`src/rtl/amtd_pkg.sv`:
```
// shared constants, codes and control structs of the adaptive morse timing decoder
// no dependencies
package amtd_pkg;

    localparam int DEF_EVENT_DEPTH = 64;
    localparam int DEF_TIME_BITS   = 32;
    localparam int DATA_BITS       = 32;
    localparam int CFG_IDX_BITS    = 3;
    localparam int INIT_MIN        = 1000;
    localparam int WORD_GAP_RESET  = 1000;
    localparam int MAX_OUT         = 63;
    localparam int OUT_CNT_BITS    = 7;

    localparam logic [CFG_IDX_BITS-1:0] CFG_AUTO  = 3'd0;
    localparam logic [CFG_IDX_BITS-1:0] CFG_DOT   = 3'd1;
    localparam logic [CFG_IDX_BITS-1:0] CFG_DASH  = 3'd2;
    localparam logic [CFG_IDX_BITS-1:0] CFG_SYMG  = 3'd3;
    localparam logic [CFG_IDX_BITS-1:0] CFG_CHARG = 3'd4;
    localparam logic [CFG_IDX_BITS-1:0] CFG_WORDG = 3'd5;

    localparam logic REQ_EDGE  = 1'b0;
    localparam logic REQ_CHECK = 1'b1;

    localparam logic [1:0] SYM_DOT   = 2'd0;
    localparam logic [1:0] SYM_DASH  = 2'd1;
    localparam logic [1:0] SYM_CHARG = 2'd2;
    localparam logic [1:0] SYM_WORDG = 2'd3;

    typedef struct packed {
        logic store;
        logic check;
        logic rd_en;
        logic adapt_step;
        logic fin1;
        logic fin2;
        logic fin3;
        logic dec_init;
        logic dec_step;
        logic finish;
    } cmd_t;

    typedef struct packed {
        logic fire;
    } stat_t;

endpackage

```
`src/rtl/amtd_ctrl.sv`:
```
// sequencer of the adaptive morse timing decoder: accepts items, walks the edge store twice
// depends on amtd_pkg
module amtd_ctrl #(
    parameter int EVENT_DEPTH = amtd_pkg::DEF_EVENT_DEPTH,
    parameter int AW          = $clog2(EVENT_DEPTH),
    parameter int CW          = $clog2(EVENT_DEPTH + 1)
) (
    input  logic                 clk,
    input  logic                 rst_n,
    input  logic                 start,
    input  logic                 req_type,
    output logic                 busy,
    input  amtd_pkg::stat_t      stat,
    input  logic [CW-1:0]        edge_count,
    output amtd_pkg::cmd_t       cmd,
    output logic [AW-1:0]        rd_addr
);

    typedef enum logic [3:0] {
        S_IDLE,
        S_ADAPT,
        S_ADAPT_TAIL,
        S_FIN1,
        S_FIN2,
        S_FIN3,
        S_DEC_INIT,
        S_DECODE,
        S_DEC_TAIL,
        S_FINISH
    } state_t;

    state_t        state_reg;
    logic [AW-1:0] idx_reg;
    logic          step_reg;
    logic          busy_reg;
    logic          last_idx;
    logic          accept;

    assign accept   = start && !busy_reg;
    assign last_idx = (CW'(idx_reg) == (edge_count - CW'(1)));
    assign busy     = busy_reg;
    assign rd_addr  = idx_reg;

    always_comb
    begin
        cmd            = '0;
        cmd.store      = accept && (req_type == amtd_pkg::REQ_EDGE);
        cmd.check      = accept && (req_type == amtd_pkg::REQ_CHECK);
        cmd.rd_en      = (state_reg == S_ADAPT) || (state_reg == S_DECODE);
        cmd.adapt_step = step_reg && ((state_reg == S_ADAPT) || (state_reg == S_ADAPT_TAIL));
        cmd.dec_step   = step_reg && ((state_reg == S_DECODE) || (state_reg == S_DEC_TAIL));
        cmd.fin1       = (state_reg == S_FIN1);
        cmd.fin2       = (state_reg == S_FIN2);
        cmd.fin3       = (state_reg == S_FIN3);
        cmd.dec_init   = (state_reg == S_DEC_INIT);
        cmd.finish     = (state_reg == S_FINISH);
    end

    always_ff @(posedge clk or negedge rst_n)
    begin
        if (!rst_n)
        begin
            state_reg <= S_IDLE;
            idx_reg   <= '0;
            step_reg  <= 1'b0;
            busy_reg  <= 1'b0;
        end
        else
        begin
            step_reg <= cmd.rd_en;
            unique case (state_reg)
                S_IDLE:
                begin
                    idx_reg <= '0;
                    if (cmd.check && stat.fire)
                    begin
                        state_reg <= S_ADAPT;
                        busy_reg  <= 1'b1;
                    end
                end
                S_ADAPT:
                begin
                    if (last_idx)
                    begin
                        state_reg <= S_ADAPT_TAIL;
                    end
                    else
                    begin
                        idx_reg <= idx_reg + AW'(1);
                    end
                end
                S_ADAPT_TAIL:
                begin
                    state_reg <= S_FIN1;
                end
                S_FIN1:
                begin
                    state_reg <= S_FIN2;
                end
                S_FIN2:
                begin
                    state_reg <= S_FIN3;
                end
                S_FIN3:
                begin
                    state_reg <= S_DEC_INIT;
                end
                S_DEC_INIT:
                begin
                    idx_reg   <= '0;
                    state_reg <= S_DECODE;
                end
                S_DECODE:
                begin
                    if (last_idx)
                    begin
                        state_reg <= S_DEC_TAIL;
                    end
                    else
                    begin
                        idx_reg <= idx_reg + AW'(1);
                    end
                end
                S_DEC_TAIL:
                begin
                    state_reg <= S_FINISH;
                end
                S_FINISH:
                begin
                    state_reg <= S_IDLE;
                    busy_reg  <= 1'b0;
                end
                default:
                begin
                    state_reg <= S_IDLE;
                    busy_reg  <= 1'b0;
                end
            endcase
        end
    end

endmodule

```
`src/rtl/amtd_dpath.sv`:
```
// datapath of the adaptive morse timing decoder: edge store, estimates, both passes, result register
// depends on amtd_pkg
module amtd_dpath #(
    parameter int EVENT_DEPTH = amtd_pkg::DEF_EVENT_DEPTH,
    parameter int TIME_BITS   = amtd_pkg::DEF_TIME_BITS,
    parameter int AW          = $clog2(EVENT_DEPTH),
    parameter int CW          = $clog2(EVENT_DEPTH + 1)
) (
    input  logic                                  clk,
    input  logic                                  rst_n,
    input  amtd_pkg::cmd_t                        cmd,
    input  logic [AW-1:0]                         rd_addr,
    output amtd_pkg::stat_t                       stat,
    output logic [CW-1:0]                         edge_count,
    input  logic                                  key_down,
    input  logic [amtd_pkg::DATA_BITS-1:0]        time_ms,
    input  logic                                  cfg_valid,
    output logic                                  cfg_ready,
    input  logic [amtd_pkg::CFG_IDX_BITS-1:0]     cfg_index,
    input  logic [amtd_pkg::DATA_BITS-1:0]        cfg_data,
    output logic                                  result_valid,
    output logic [1:0]                            symbol,
    output logic                                  last,
    output logic                                  dropped_events
);

    localparam logic [TIME_BITS-1:0] TMAX     = '1;
    localparam logic [TIME_BITS-1:0] INIT_MIN = TIME_BITS'(amtd_pkg::INIT_MIN);

    typedef logic [TIME_BITS-1:0] tm_t;

    function automatic tm_t avg2(tm_t a, tm_t b);
        return (a >> 1) + (b >> 1) + tm_t'(a[0] & b[0]);
    endfunction

    function automatic tm_t mul3(tm_t a);
        logic [TIME_BITS+1:0] p;
        p = (TIME_BITS+2)'(a) + ((TIME_BITS+2)'(a) << 1);
        return (p[TIME_BITS+1:TIME_BITS] != 2'b00) ? TMAX : p[TIME_BITS-1:0];
    endfunction

    function automatic tm_t mul2(tm_t a);
        return a[TIME_BITS-1] ? TMAX : (a << 1);
    endfunction

    function automatic tm_t mid(tm_t lo, tm_t hi);
        return (hi >= lo) ? lo + ((hi - lo) >> 1) : lo - ((lo - hi) >> 1);
    endfunction

    logic [TIME_BITS:0] mem [EVENT_DEPTH];
    logic [TIME_BITS:0] rd_data_reg;

    logic          auto_reg;
    tm_t           dot_reg, dash_reg, symg_reg, charg_reg, word_reg;
    tm_t           last_time_reg, chk_time_reg;
    logic          ovf_reg;
    logic [CW-1:0] count_reg;
    tm_t           ams_reg, ags_reg, minm_reg, maxm_reg, ming_reg, g3_reg;
    tm_t           on_reg, off_reg, dd_reg, sc_reg;
    logic [amtd_pkg::OUT_CNT_BITS-1:0] ocnt_reg;
    logic          pend_valid_reg;
    logic [1:0]    pend_sym_reg;
    logic          rv_reg, last_out_reg, drop_out_reg;
    logic [1:0]    sym_out_reg;

    tm_t  tin, cfg_v, elapsed, rt;
    logic rk, past;
    tm_t  ams1, ags1, on1, off1, dm, dg, dmark, dgap;
    logic a_mark, a_gap, d_mark, d_gap, d_hit;
    logic [1:0] d_sym;

    assign tin        = TIME_BITS'(time_ms);
    assign cfg_v      = ((cfg_data >> TIME_BITS) != '0) ? TMAX : TIME_BITS'(cfg_data);
    assign elapsed    = tin - last_time_reg;
    assign past       = (elapsed >= word_reg);
    assign stat.fire  = past && (count_reg != '0);
    assign edge_count = count_reg;
    assign cfg_ready  = 1'b1;
    assign rt         = rd_data_reg[TIME_BITS-1:0];
    assign rk         = rd_data_reg[TIME_BITS];

    assign ags1   = (!rk && ags_reg == '0) ? rt : ags_reg;
    assign ams1   = (rk && ams_reg == '0) ? rt : ams_reg;
    assign a_mark = (ams1 < ags1) && (ags1 != '0) && (ams1 != '0);
    assign a_gap  = (ags1 < ams1) && (ags1 != '0) && (ams1 != '0);
    assign dm     = ags1 - ams1;
    assign dg     = ams1 - ags1;

    assign off1   = (!rk && off_reg == '0) ? rt : off_reg;
    assign on1    = (rk && on_reg == '0) ? rt : on_reg;
    assign d_mark = (on1 < off1) && (off1 != '0) && (on1 != '0);
    assign d_gap  = (off1 < on1) && (off1 != '0) && (on1 != '0);
    assign dmark  = off1 - on1;
    assign dgap   = on1 - off1;

    always_comb
    begin
        d_hit = 1'b0;
        d_sym = amtd_pkg::SYM_DOT;
        if (d_mark)
        begin
            d_hit = 1'b1;
            d_sym = (dmark <= dd_reg) ? amtd_pkg::SYM_DOT : amtd_pkg::SYM_DASH;
        end
        else if (d_gap && (dgap > sc_reg))
        begin
            d_hit = 1'b1;
            d_sym = (dgap < word_reg) ? amtd_pkg::SYM_CHARG : amtd_pkg::SYM_WORDG;
        end
    end

    // edge store
    always_ff @(posedge clk)
    begin
        if (cmd.store && (count_reg < CW'(EVENT_DEPTH)))
        begin
            mem[count_reg[AW-1:0]] <= {key_down, tin};
        end
        if (cmd.rd_en)
        begin
            rd_data_reg <= mem[rd_addr];
        end
    end

    always_ff @(posedge clk or negedge rst_n)
    begin
        if (!rst_n)
        begin
            auto_reg       <= 1'b1;
            dot_reg        <= '0;
            dash_reg       <= '0;
            symg_reg       <= '0;
            charg_reg      <= '0;
            word_reg       <= TIME_BITS'(amtd_pkg::WORD_GAP_RESET);
            last_time_reg  <= '0;
            chk_time_reg   <= '0;
            ovf_reg        <= 1'b0;
            count_reg      <= '0;
            ams_reg        <= '0;
            ags_reg        <= '0;
            minm_reg       <= '0;
            maxm_reg       <= '0;
            ming_reg       <= '0;
            g3_reg         <= '0;
            on_reg         <= '0;
            off_reg        <= '0;
            dd_reg         <= '0;
            sc_reg         <= '0;
            ocnt_reg       <= '0;
            pend_valid_reg <= 1'b0;
            pend_sym_reg   <= amtd_pkg::SYM_DOT;
            rv_reg         <= 1'b0;
            sym_out_reg    <= amtd_pkg::SYM_DOT;
            last_out_reg   <= 1'b0;
            drop_out_reg   <= 1'b0;
        end
        else
        begin
            rv_reg <= 1'b0;

            if (cfg_valid)
            begin
                unique case (cfg_index)
                    amtd_pkg::CFG_AUTO:  auto_reg  <= cfg_data[0];
                    amtd_pkg::CFG_DOT:   dot_reg   <= cfg_v;
                    amtd_pkg::CFG_DASH:  dash_reg  <= cfg_v;
                    amtd_pkg::CFG_SYMG:  symg_reg  <= cfg_v;
                    amtd_pkg::CFG_CHARG: charg_reg <= cfg_v;
                    amtd_pkg::CFG_WORDG: word_reg  <= cfg_v;
                    default: ;
                endcase
            end

            if (cmd.store)
            begin
                if (count_reg < CW'(EVENT_DEPTH))
                begin
                    count_reg <= count_reg + CW'(1);
                end
                else
                begin
                    ovf_reg <= 1'b1;
                end
                last_time_reg <= tin;
            end

            if (cmd.check && past)
            begin
                if (count_reg == '0)
                begin
                    last_time_reg <= tin;
                end
                else
                begin
                    chk_time_reg <= tin;
                    minm_reg     <= INIT_MIN;
                    maxm_reg     <= '0;
                    ming_reg     <= INIT_MIN;
                end
            end

            // first walk: pairing and extremes
            if (cmd.adapt_step)
            begin
                if (a_mark)
                begin
                    if (auto_reg && (dm < minm_reg)) minm_reg <= dm;
                    if (auto_reg && (dm > maxm_reg)) maxm_reg <= dm;
                    ams_reg <= '0;
                    ags_reg <= ags1;
                end
                else if (a_gap)
                begin
                    if (auto_reg && (dg < ming_reg)) ming_reg <= dg;
                    ags_reg <= '0;
                    ams_reg <= ams1;
                end
                else
                begin
                    ams_reg <= ams1;
                    ags_reg <= ags1;
                end
            end

            if (cmd.fin1 && auto_reg)
            begin
                dot_reg  <= (dot_reg != '0) ? avg2(dot_reg, minm_reg) : minm_reg;
                dash_reg <= (dash_reg != '0) ? avg2(dash_reg, maxm_reg) : maxm_reg;
                g3_reg   <= mul3(ming_reg);
            end

            if (cmd.fin2 && auto_reg)
            begin
                if (ming_reg != '0)
                begin
                    symg_reg  <= avg2(symg_reg, ming_reg);
                    charg_reg <= avg2(charg_reg, g3_reg);
                end
                else
                begin
                    symg_reg  <= dot_reg;
                    charg_reg <= mul3(dot_reg);
                end
            end

            if (cmd.fin3 && auto_reg)
            begin
                word_reg <= mul2(charg_reg);
            end

            if (cmd.dec_init)
            begin
                on_reg         <= '0;
                off_reg        <= '0;
                ocnt_reg       <= '0;
                pend_valid_reg <= 1'b0;
                dd_reg         <= mid(dot_reg, dash_reg);
                sc_reg         <= mid(symg_reg, charg_reg);
            end

            // second walk: classify, hold one symbol back to mark the final one
            if (cmd.dec_step)
            begin
                on_reg  <= d_mark ? '0 : on1;
                off_reg <= (d_gap && !d_mark) ? '0 : off1;
                if (d_hit && (ocnt_reg < amtd_pkg::OUT_CNT_BITS'(amtd_pkg::MAX_OUT)))
                begin
                    if (pend_valid_reg)
                    begin
                        rv_reg       <= 1'b1;
                        sym_out_reg  <= pend_sym_reg;
                        last_out_reg <= 1'b0;
                        drop_out_reg <= ovf_reg;
                    end
                    pend_valid_reg <= 1'b1;
                    pend_sym_reg   <= d_sym;
                    ocnt_reg       <= ocnt_reg + amtd_pkg::OUT_CNT_BITS'(1);
                end
            end

            if (cmd.finish)
            begin
                if (pend_valid_reg)
                begin
                    rv_reg       <= 1'b1;
                    sym_out_reg  <= pend_sym_reg;
                    last_out_reg <= 1'b1;
                    drop_out_reg <= ovf_reg;
                end
                pend_valid_reg <= 1'b0;
                count_reg      <= '0;
                ovf_reg        <= 1'b0;
                last_time_reg  <= chk_time_reg;
            end
        end
    end

    assign result_valid   = rv_reg;
    assign symbol         = sym_out_reg;
    assign last           = last_out_reg;
    assign dropped_events = drop_out_reg;

endmodule

```
`src/rtl/adaptive_morse_timing_decoder_top.sv`:
```
// Adaptive morse timing decoder. A key edge (req_type 0) is taken and stored; edges beyond
// EVENT_DEPTH are dropped and flagged. A time check (req_type 1) that finds the word gap
// elapsed since the last edge flushes the store: busy stays high while the two walks run over
// the edge memory at one edge a cycle, with three estimate-update steps between them and the
// read register, setup and wrap-up states around them.
// Symbols come out one per result_valid pulse during the second walk and just after it, with
// last on the final one; there is no back-pressure, every pulse must be taken.
// depends on amtd_pkg, amtd_ctrl, amtd_dpath
module adaptive_morse_timing_decoder_top #(
    parameter int EVENT_DEPTH = amtd_pkg::DEF_EVENT_DEPTH,
    parameter int TIME_BITS   = amtd_pkg::DEF_TIME_BITS
) (
    input  logic                                  clk,
    input  logic                                  rst_n,
    input  logic                                  start,
    output logic                                  busy,
    input  logic                                  req_type,
    input  logic                                  key_down,
    input  logic [amtd_pkg::DATA_BITS-1:0]        time_ms,
    input  logic                                  cfg_valid,
    output logic                                  cfg_ready,
    input  logic [amtd_pkg::CFG_IDX_BITS-1:0]     cfg_index,
    input  logic [amtd_pkg::DATA_BITS-1:0]        cfg_data,
    output logic                                  result_valid,
    output logic [1:0]                            symbol,
    output logic                                  last,
    output logic                                  dropped_events
);

    localparam int AW = $clog2(EVENT_DEPTH);
    localparam int CW = $clog2(EVENT_DEPTH + 1);

    amtd_pkg::cmd_t  cmd;
    amtd_pkg::stat_t stat;
    logic [AW-1:0]   rd_addr;
    logic [CW-1:0]   edge_count;

    amtd_ctrl #(
        .EVENT_DEPTH (EVENT_DEPTH),
        .AW          (AW),
        .CW          (CW)
    ) u_ctrl (
        .clk        (clk),
        .rst_n      (rst_n),
        .start      (start),
        .req_type   (req_type),
        .busy       (busy),
        .stat       (stat),
        .edge_count (edge_count),
        .cmd        (cmd),
        .rd_addr    (rd_addr)
    );

    amtd_dpath #(
        .EVENT_DEPTH (EVENT_DEPTH),
        .TIME_BITS   (TIME_BITS),
        .AW          (AW),
        .CW          (CW)
    ) u_dpath (
        .clk            (clk),
        .rst_n          (rst_n),
        .cmd            (cmd),
        .rd_addr        (rd_addr),
        .stat           (stat),
        .edge_count     (edge_count),
        .key_down       (key_down),
        .time_ms        (time_ms),
        .cfg_valid      (cfg_valid),
        .cfg_ready      (cfg_ready),
        .cfg_index      (cfg_index),
        .cfg_data       (cfg_data),
        .result_valid   (result_valid),
        .symbol         (symbol),
        .last           (last),
        .dropped_events (dropped_events)
    );

`ifndef SYNTHESIS
    a_rd_in_range: assert property (@(posedge clk) disable iff (!rst_n)
        cmd.rd_en |-> (CW'(rd_addr) < edge_count))
        else $error("edge store read beyond fill count");

    a_last_ends: assert property (@(posedge clk) disable iff (!rst_n)
        (result_valid && last) |=> !result_valid)
        else $error("symbol after final symbol of a message");

    a_busy_from_check: assert property (@(posedge clk) disable iff (!rst_n)
        $rose(busy) |-> $past(start && (req_type == amtd_pkg::REQ_CHECK)))
        else $error("flush started without a time check");

    a_no_store_busy: assert property (@(posedge clk) disable iff (!rst_n)
        busy |-> !cmd.store)
        else $error("edge stored while flushing");
`endif

endmodule

```
`config.mk`:
```
export PLATFORM = sky130hd
export DESIGN_NAME = adaptive_morse_timing_decoder_top
export DESIGN_NICKNAME = d
export VERILOG_FILES = /design/src/rtl/amtd_pkg.sv /design/src/rtl/amtd_ctrl.sv /design/src/rtl/amtd_dpath.sv /design/src/rtl/adaptive_morse_timing_decoder_top.sv
export SDC_FILE = /design/constraint.sdc
export NUM_CORES = 2
export LEC_CHECK = 0
export BUFFER_PORTS_ARGS = -buffer_cell sky130_fd_sc_hd__buf_4
export CAP_MARGIN = 40
export CORE_UTILIZATION = 40
export CTS_BUF_LIST = sky130_fd_sc_hd__clkbuf_8
export DETAILED_ROUTE_END_ITERATION = 10
export GPL_TIMING_DRIVEN = 0
export PLACE_DENSITY = 0.58
export REMOVE_ABC_BUFFERS = 1
export SLEW_MARGIN = 20
export SYNTH_ARGS = -nofsm -noshare
export SYNTH_HDL_FRONTEND = slang
export SYNTH_SLANG_ARGS = --single-unit
```
`constraint.sdc`:
```
create_clock -name clk -period 8.95 [get_ports clk]
set_clock_uncertainty 0.15 [all_clocks]
set_input_delay 1.3425 -clock clk [delete_from_list [all_inputs] [get_ports clk]]
set_output_delay 1.3425 -clock clk [all_outputs]
set_load 0.01 [all_outputs]
```
# Yosys cells after proc, flatten, opt, wreduce, memory -nomap -nowiden
# Memories as Yosys holds them, arrays and structs flattened. A register that Yosys moved wholly into a read port is not among the register bits.
# Cells that the tools add are included.
# classes
n_eq_ne,20
order_cmp,15
n_bitwise,7
n_addsub,27
mux,105
n_reduce_logical,81
# op_table
cell,count
2-to-1 mux 32 bit,56
subtractor 32 bit,9
< comparator 32 bit,7
nonzero test 32 bit,7
adder 31 x 31 -> 32 bit,4
adder 32 bit,4
logical NOT 32 bit,4
>= comparator 32 bit,3
adder 32 x 33 -> 34 bit,2
adder 32 x 31 -> 32 bit,2
> comparator 32 bit,2
subtractor 32 x 31 -> 32 bit,2
2-to-1 mux 7 bit,6
one-hot mux 4 bit (9 select lines),1
<= comparator 32 bit,1
logical AND 1 bit,30
2-to-1 mux 1 bit,29
nonzero test 2 bit,14
AND reduction 2 bit,12
"equality test 4 x 3 -> 1 bit, second input constant",4
"adder 7 x 1 -> 7 bit, second input constant",2
2-to-1 mux 2 bit,7
2-to-1 mux 4 bit,3
one-hot mux 6 bit (2 select lines),1
26 further kinds,43
# totals
register_bits,580
memories,1
output_inout_bits,7
ram_bits,2112
# memory_table
name,depth,word_bits,rd,rd_ports_with_merged_regs,wr,line,text
u_dpath.mem,64,33,1,1,1,amtd_dpath.sv:50,logic [TIME_BITS:0] mem [EVENT_DEPTH];

# Longest topological paths before layout
# depth
ltp_word,14
ltp_mapped,36
ltp_nobuf,33

# Hierarchy
# From an unflattened synthesis, not the netlist that was laid out.
# unflattened
hier_cells,10711
area_unflattened_um2,141565.8
# modules_own_cells
mod,area_each_um2,n_inst,cells_each,seq_area_each_um2
amtd_dpath,140614.9,1,10598,78634.2
amtd_ctrl,950.9,1,113,300.3

# Worst setup path before layout
# No wires, ideal clock.
# synth_path
path_kind,reg2reg
from,register u_dpath.off_reg[4]
to,register u_dpath.drop_out_reg (netlist: u_dpath.dropped_events)
path_stages_with_launch,31
setup_slack_ps,1676
synth_period_minus_slack_ps,7274
arrival_ps,6999
setup_time_ps,125
path_cell_list,dfrtp_1 or4_1 nor3_2 and3_1 clkbuf_1 clkbuf_1 a21oi_1 ha_1 clkbuf_1 nand4_1 nor4bb_1 nor2_1 a21oi_1 nor4b_1 nor3_1 a221oi_1 xnor2_1 ha_1 a21o_1 a21o_1 a21o_1 a21oi_1 o21ai_0 a21o_1 a221o_1 a2111o_1 and3_1 o21a_1 buf_4 o21ai_2 mux2_2
# synth_between
elab_chain_cells,14
word_cells_on_any_way,20
classes_between,1 x add/sub; 3 x order compare; 7 x mux; 9 x reduce/logical
# synth_lines
item,line,text
start: declaration,amtd_dpath.sv:59,"tm_t on_reg, off_reg, dd_reg, sc_reg;"
start signal: assignment,amtd_dpath.sv:265,off_reg <= (d_gap && !d_mark) ? '0 : off1;
logical NOT 32 bit,amtd_dpath.sv:89,assign off1 = (!rk && off_reg == '0) ? rt : off_reg;
logical AND 1 bit,amtd_dpath.sv:89,
2-to-1 mux 32 bit *,amtd_dpath.sv:89,
branches (longest 5 deep; another with subtractor 32 bit),--,
2-to-1 mux 1 bit *,amtd_dpath.sv:100,if (d_mark)
logical AND 1 bit *,amtd_dpath.sv:266,if (d_hit && (ocnt_reg < amtd_pkg::OUT_CNT_BITS'(amtd_pkg::MAX_OUT)))
2-to-1 mux 1 bit *,amtd_dpath.sv:266,
2-to-1 mux 1 bit *,amtd_dpath.sv:262,if (cmd.dec_step)
2-to-1 mux 1 bit,amtd_dpath.sv:283,if (pend_valid_reg)
2-to-1 mux 1 bit *,amtd_dpath.sv:281,if (cmd.finish)
end signal: assignment,amtd_dpath.sv:273,drop_out_reg <= ovf_reg;
end signal: assignment,amtd_dpath.sv:288,drop_out_reg <= ovf_reg;
end: declaration,amtd_dpath.sv:63,"logic rv_reg, last_out_reg, drop_out_reg;"
# Every way passes the cells marked *.
# A chain may end at the register's enable or synchronous reset.

# Worst setup path in the final report
# layout_path
from,register u_dpath.symg_reg[1]
to,register u_dpath.sc_reg[28]
# layout_between
elab_chain_cells,3
word_cells_on_any_way,6
classes_between,4 x add/sub; 1 x order compare; 1 x mux
# layout_lines
item,line,text
start: declaration,amtd_dpath.sv:54,"tm_t dot_reg, dash_reg, symg_reg, charg_reg, word_reg;"
start signal: assignment,amtd_dpath.sv:167,amtd_pkg::CFG_SYMG: symg_reg <= cfg_v;
start signal: assignment,amtd_dpath.sv:236,"symg_reg <= avg2(symg_reg, ming_reg);"
start signal: assignment,amtd_dpath.sv:241,symg_reg <= dot_reg;
subtractor 32 bit,amtd_dpath.sv:47,return (hi >= lo) ? lo + ((hi - lo) >> 1) : lo - ((lo - hi) >> 1);
subtractor 32 x 31 -> 32 bit or adder 32 x 31 -> 32 bit (tied branches),amtd_dpath.sv:47,
2-to-1 mux 32 bit *,amtd_dpath.sv:47,
end signal: assignment,amtd_dpath.sv:258,"sc_reg <= mid(symg_reg, charg_reg);"
end: declaration,amtd_dpath.sv:59,
# Mark *: on every way between the ends. The rest lies on a longest branch, timed or not.

==> metrics.md <==
| Metric | Value |
|---|---|
| Core ar. | 0.351 mm^2 |
| Clock slew seen by the registers of the worst setup and hold paths | 0.06 ns |
| Number of enable flip-flop cells after synthesis | 2145 |
| Warnings from Yosys | 0 |
| Psw | 11.5 mW |
| Detail Placement HPWL | 313000 um |
| Ratio of cells with drive above 1 in the final layout | 16.5% |
| Area enclosed by the die boundary | 0.356 mm^2 |
| CP startpoint kind | register |
| IO Port Bufs | 78 |
| Sequential share of power | 42.3% |
| WP data required | 9.69 ns |
| Detailed-route via count | 93000 |
| Maximum clock path buffer count | 4 |
| Antenna-violating nets left | 0 |
| Rel. slew slack | 37.1% |
| Overall power of the completed layout | 33.7 mW |
| Mapped Cells | 10600 |
| Sequential fraction of the synthesis area | 55.8% |
| Pin count of the biggest net entering global routing | 94 |
| Synthesis-to-layout area growth | 13.6% |
| Number of cell rows | 217 |
| Final Instance Area | 0.161 mm^2 |
| Maximum fanout encountered on the critical timing path | 27 |
| Final count of hold timing violations | 0 |
| Peak VDD IR | 203 uV |
| Wire length of the first global-routing pass | 631000 um |
| Routability congestion estimate | 0.935 |
| Internal Power | 22.2 mW |
| Maximum clock frequency | 0.116 GHz |
| Crit path capture type | register |
| Antenna violations before repair | 12 |
| Switching power share of the total | 34.1% |
| Reg2Reg Launch Point | u_dpath.symg_reg[1] |
| H-tree level count | 5 |
| Routed wire length | 433000 um |
| Proportion of power drawn by the clock network | 30.6% |
| Number of vias per cell after detailed routing | 5.80 |
| Max reg flops | 2112 |
| Worst slew pin tran | 0.941 ns |
| Hold/Removal Path Class | register to register |
| Count of distinct cell types in the synthesized netlist | 111 |
| Pre-CTS setup slack | -0.614 ns |
| Drt first-iter violations | 8292 |
| Count of max-cap constraint violations | 0 |
| Classification of the worst setup path | register to register |
| Total Nets Final | 11800 |
| Average detailed-routed wire length per instance | 27.0 um |
| Number of setup violations in the final report | 0 |
| # DRC | 0 |
| Clk_lat worst skew | 1.11 ns |
| Critical Path AT | 9.34 ns |
| Power Dens Cells | 210 mW/mm^2 |
| Sink count of the clock tree | 2725 |
| Ratio of final minimum period to clock period | 96.1% |
| Gr ovfl total | 0 |
| Average instance area after synthesis | 13.3 um^2 |
| Clock period minus final worst setup slack | 8.60 ns |
| Logic gate share of total power | 27.2% |
| Worst hold start | u_dpath.chk_time_reg[12] |
| Worst-case setup margin in the final layout | 0.352 ns |
| Chip Height | 597 um |
| Total global-route track usage | 23.9% |
| CTS tree | done |
| Pleak | 60.5 nW |
| Chip Width | 597 um |
| Initial core utilization | 40.3% |
| Vias in the first global route | 92600 |
| Beginning of the critical path | u_dpath.symg_reg[1] |
| CTS Buf Count | 440 |
| Register bit total from synthesis | 2725 |
| Placed cell area | 0.152 mm^2 |
| Synth Flop Type | sky130_fd_sc_hd__edfxtp_1 |
| Top-level port count | 80 |
| Total count of max-transition violations in the final report | 0 |
| Outcome | complete, no violations |
| CTS root buf | sky130_fd_sc_hd__clkbuf_8 |
| Number of optimization iterations in the first detailed-route pass | 6 |
| Synthesized area | 0.141 mm^2 |
| Async set-reset flop share out of synthesis | 21.3% |
metrics by stage:
step | util [%] | hold WS, ns | std cells | setup TNS [ns]
floorplan | - | 0.294 | 10100 | -550.70
global placement | 41.6 | 0.305 | 14900 | -2252.79
detailed placement | 43.4 | 0.310 | 15200 | -12.80
CTS | 45.8 | 0.225 | 16000 | 0
global route | 45.8 | 0.287 | 16000 | -0.0947
finish | 45.8 | 0.239 | 16000 | 0
layer usage:
layer	GRT usage (%)	vias to the layer above	wire length [um]
met2	39.3	3375	205000
met5	0	-	43
li1	-	41400	-
met3	2.75	797	24400
met4	10.6	6	21700
met1	31.9	47400	182000
logic make-up (layout without fill, tap and decap cells):
logic type	after synthesis	in the layout	synth area share [%]
compound gates	2508	2508	11.3
buf+inv	1174	1860	3.16
fa+ha+maj	809	809	7.27
mux	878	878	12.4
xor+xnor	515	515	3.19
simple gates	2023	2024	6.87
flops	2725	2725	55.8
other cells	1	7	0.00265
power groups by stage:
stage / sequential, mW / combinational [mW] / clock (mW)
after floorplan: 14.2 / 5.84 / 0
after global placement: 14.5 / 8.69 / 0
after detailed placement: 14.5 / 8.85 / 0
after CTS: 14.2 / 8.98 / 10.5
after global routing: 14.2 / 9.88 / 11.0
final: 14.2 / 9.16 / 10.3
layout by cell type, fill, tap and decap left out, types with 306 or more instances in the layout:
master / instances
sky130_fd_sc_hd__xnor2_1: 306
sky130_fd_sc_hd__o21ai_0: 609
sky130_fd_sc_hd__inv_1: 808
sky130_fd_sc_hd__dfrtp_1: 565
sky130_fd_sc_hd__mux4_2: 693
sky130_fd_sc_hd__edfxtp_1: 2145
sky130_fd_sc_hd__clkbuf_8: 471
sky130_fd_sc_hd__nor2_1: 424
sky130_fd_sc_hd__a21oi_1: 713
sky130_fd_sc_hd__a21o_1: 346
sky130_fd_sc_hd__ha_1: 787
sky130_fd_sc_hd__nand2_1: 632
cell usage after synthesis (all sizes together), types with 47 or more instances:
master | instances | area [um^2]
inv | 679 | 2550
buf | 120 | 517
nand3 | 183 | 916
nor4 | 70 | 444
o21bai | 71 | 533
a21o | 347 | 2610
a211oi | 100 | 766
clkbuf | 375 | 1410
and2 | 47 | 295
nor2 | 491 | 1840
nand2 | 633 | 2380
ha | 787 | 9850
o21ai | 620 | 3110
edfxtp | 2145 | 64400
xor2 | 205 | 1800
mux2i | 139 | 1390
or3 | 63 | 399
nor3 | 98 | 500
nand4 | 107 | 669
a31oi | 59 | 390
xnor2 | 310 | 2720
dfrtp | 573 | 14300
mux4 | 693 | 15600
and3 | 47 | 294
nor2b | 85 | 532
nand2b | 85 | 532
o211ai | 69 | 518
o31ai | 86 | 651
o21a | 93 | 698
a21oi | 719 | 3620
critical path, stage by stage, from the launching register on:
cell,delay [ns]
sky130_fd_sc_hd__dfrtp_1,0.67
sky130_fd_sc_hd__inv_1,0.17
sky130_fd_sc_hd__fa_1,0.46
sky130_fd_sc_hd__a21o_1,0.21
sky130_fd_sc_hd__nand2_1,0.07
sky130_fd_sc_hd__a21oi_1,0.10
sky130_fd_sc_hd__o41ai_2,0.63
sky130_fd_sc_hd__o22ai_1,0.29
sky130_fd_sc_hd__o22a_1,0.30
sky130_fd_sc_hd__a311oi_2,0.54
sky130_fd_sc_hd__o211ai_1,0.23
sky130_fd_sc_hd__a31oi_4,0.58
sky130_fd_sc_hd__buf_16,0.25
sky130_fd_sc_hd__o21ai_0,0.17
sky130_fd_sc_hd__fa_1,0.43
sky130_fd_sc_hd__a21o_1,0.21
sky130_fd_sc_hd__a21oi_1,0.23
sky130_fd_sc_hd__o21bai_1,0.10
sky130_fd_sc_hd__a21oi_1,0.33
sky130_fd_sc_hd__o21ai_0,0.21
sky130_fd_sc_hd__a31o_2,0.32
sky130_fd_sc_hd__a31oi_1,0.31
sky130_fd_sc_hd__a2111oi_0,0.19
sky130_fd_sc_hd__or3b_2,0.47
sky130_fd_sc_hd__a21oi_1,0.18
sky130_fd_sc_hd__xor2_1,0.47
sky130_fd_sc_hd__o21ai_0,0.14
worst paths after layout:
path	to	slack, ns	depth (start not counted)
min reg2reg	u_dpath.last_time_reg[12]	0.24	2
max in group asynchronous	u_dpath.last	5.87	6
max reg2reg	u_dpath.sc_reg[28]	0.35	26
max	u_dpath.sc_reg[28]	0.35	26
min in group asynchronous	u_dpath.dash_reg[11]	0.64	2
min	u_dpath.last_time_reg[12]	0.24	2
repair_timing:
action | in CTS | in global routing
gates resized for setup | 9 | 10
buffers inserted | 0 | 8
setup endpoints to repair | 51 | 81
hold buffers | 1 | 0
cloned | 1 | 0
endpoints found under the hold margin | 4 | 0
pin swaps | 1 | 3
final cells by class:
| class | instances | area (um^2) |
|---|---|---|
| fill | 31000 | 190000 |
| multi-input combinational | 6735 | 58800 |
| clock buffer | 471 | 6480 |
| inverter | 679 | 2550 |
| antenna | 6 | 15.0 |
| sequential | 2725 | 79000 |
| timing repair buffer | 377 | 6140 |
| clock inverter | 333 | 1830 |
| tap | 4708 | 5890 |
Power figures use the tool's default switching activity.
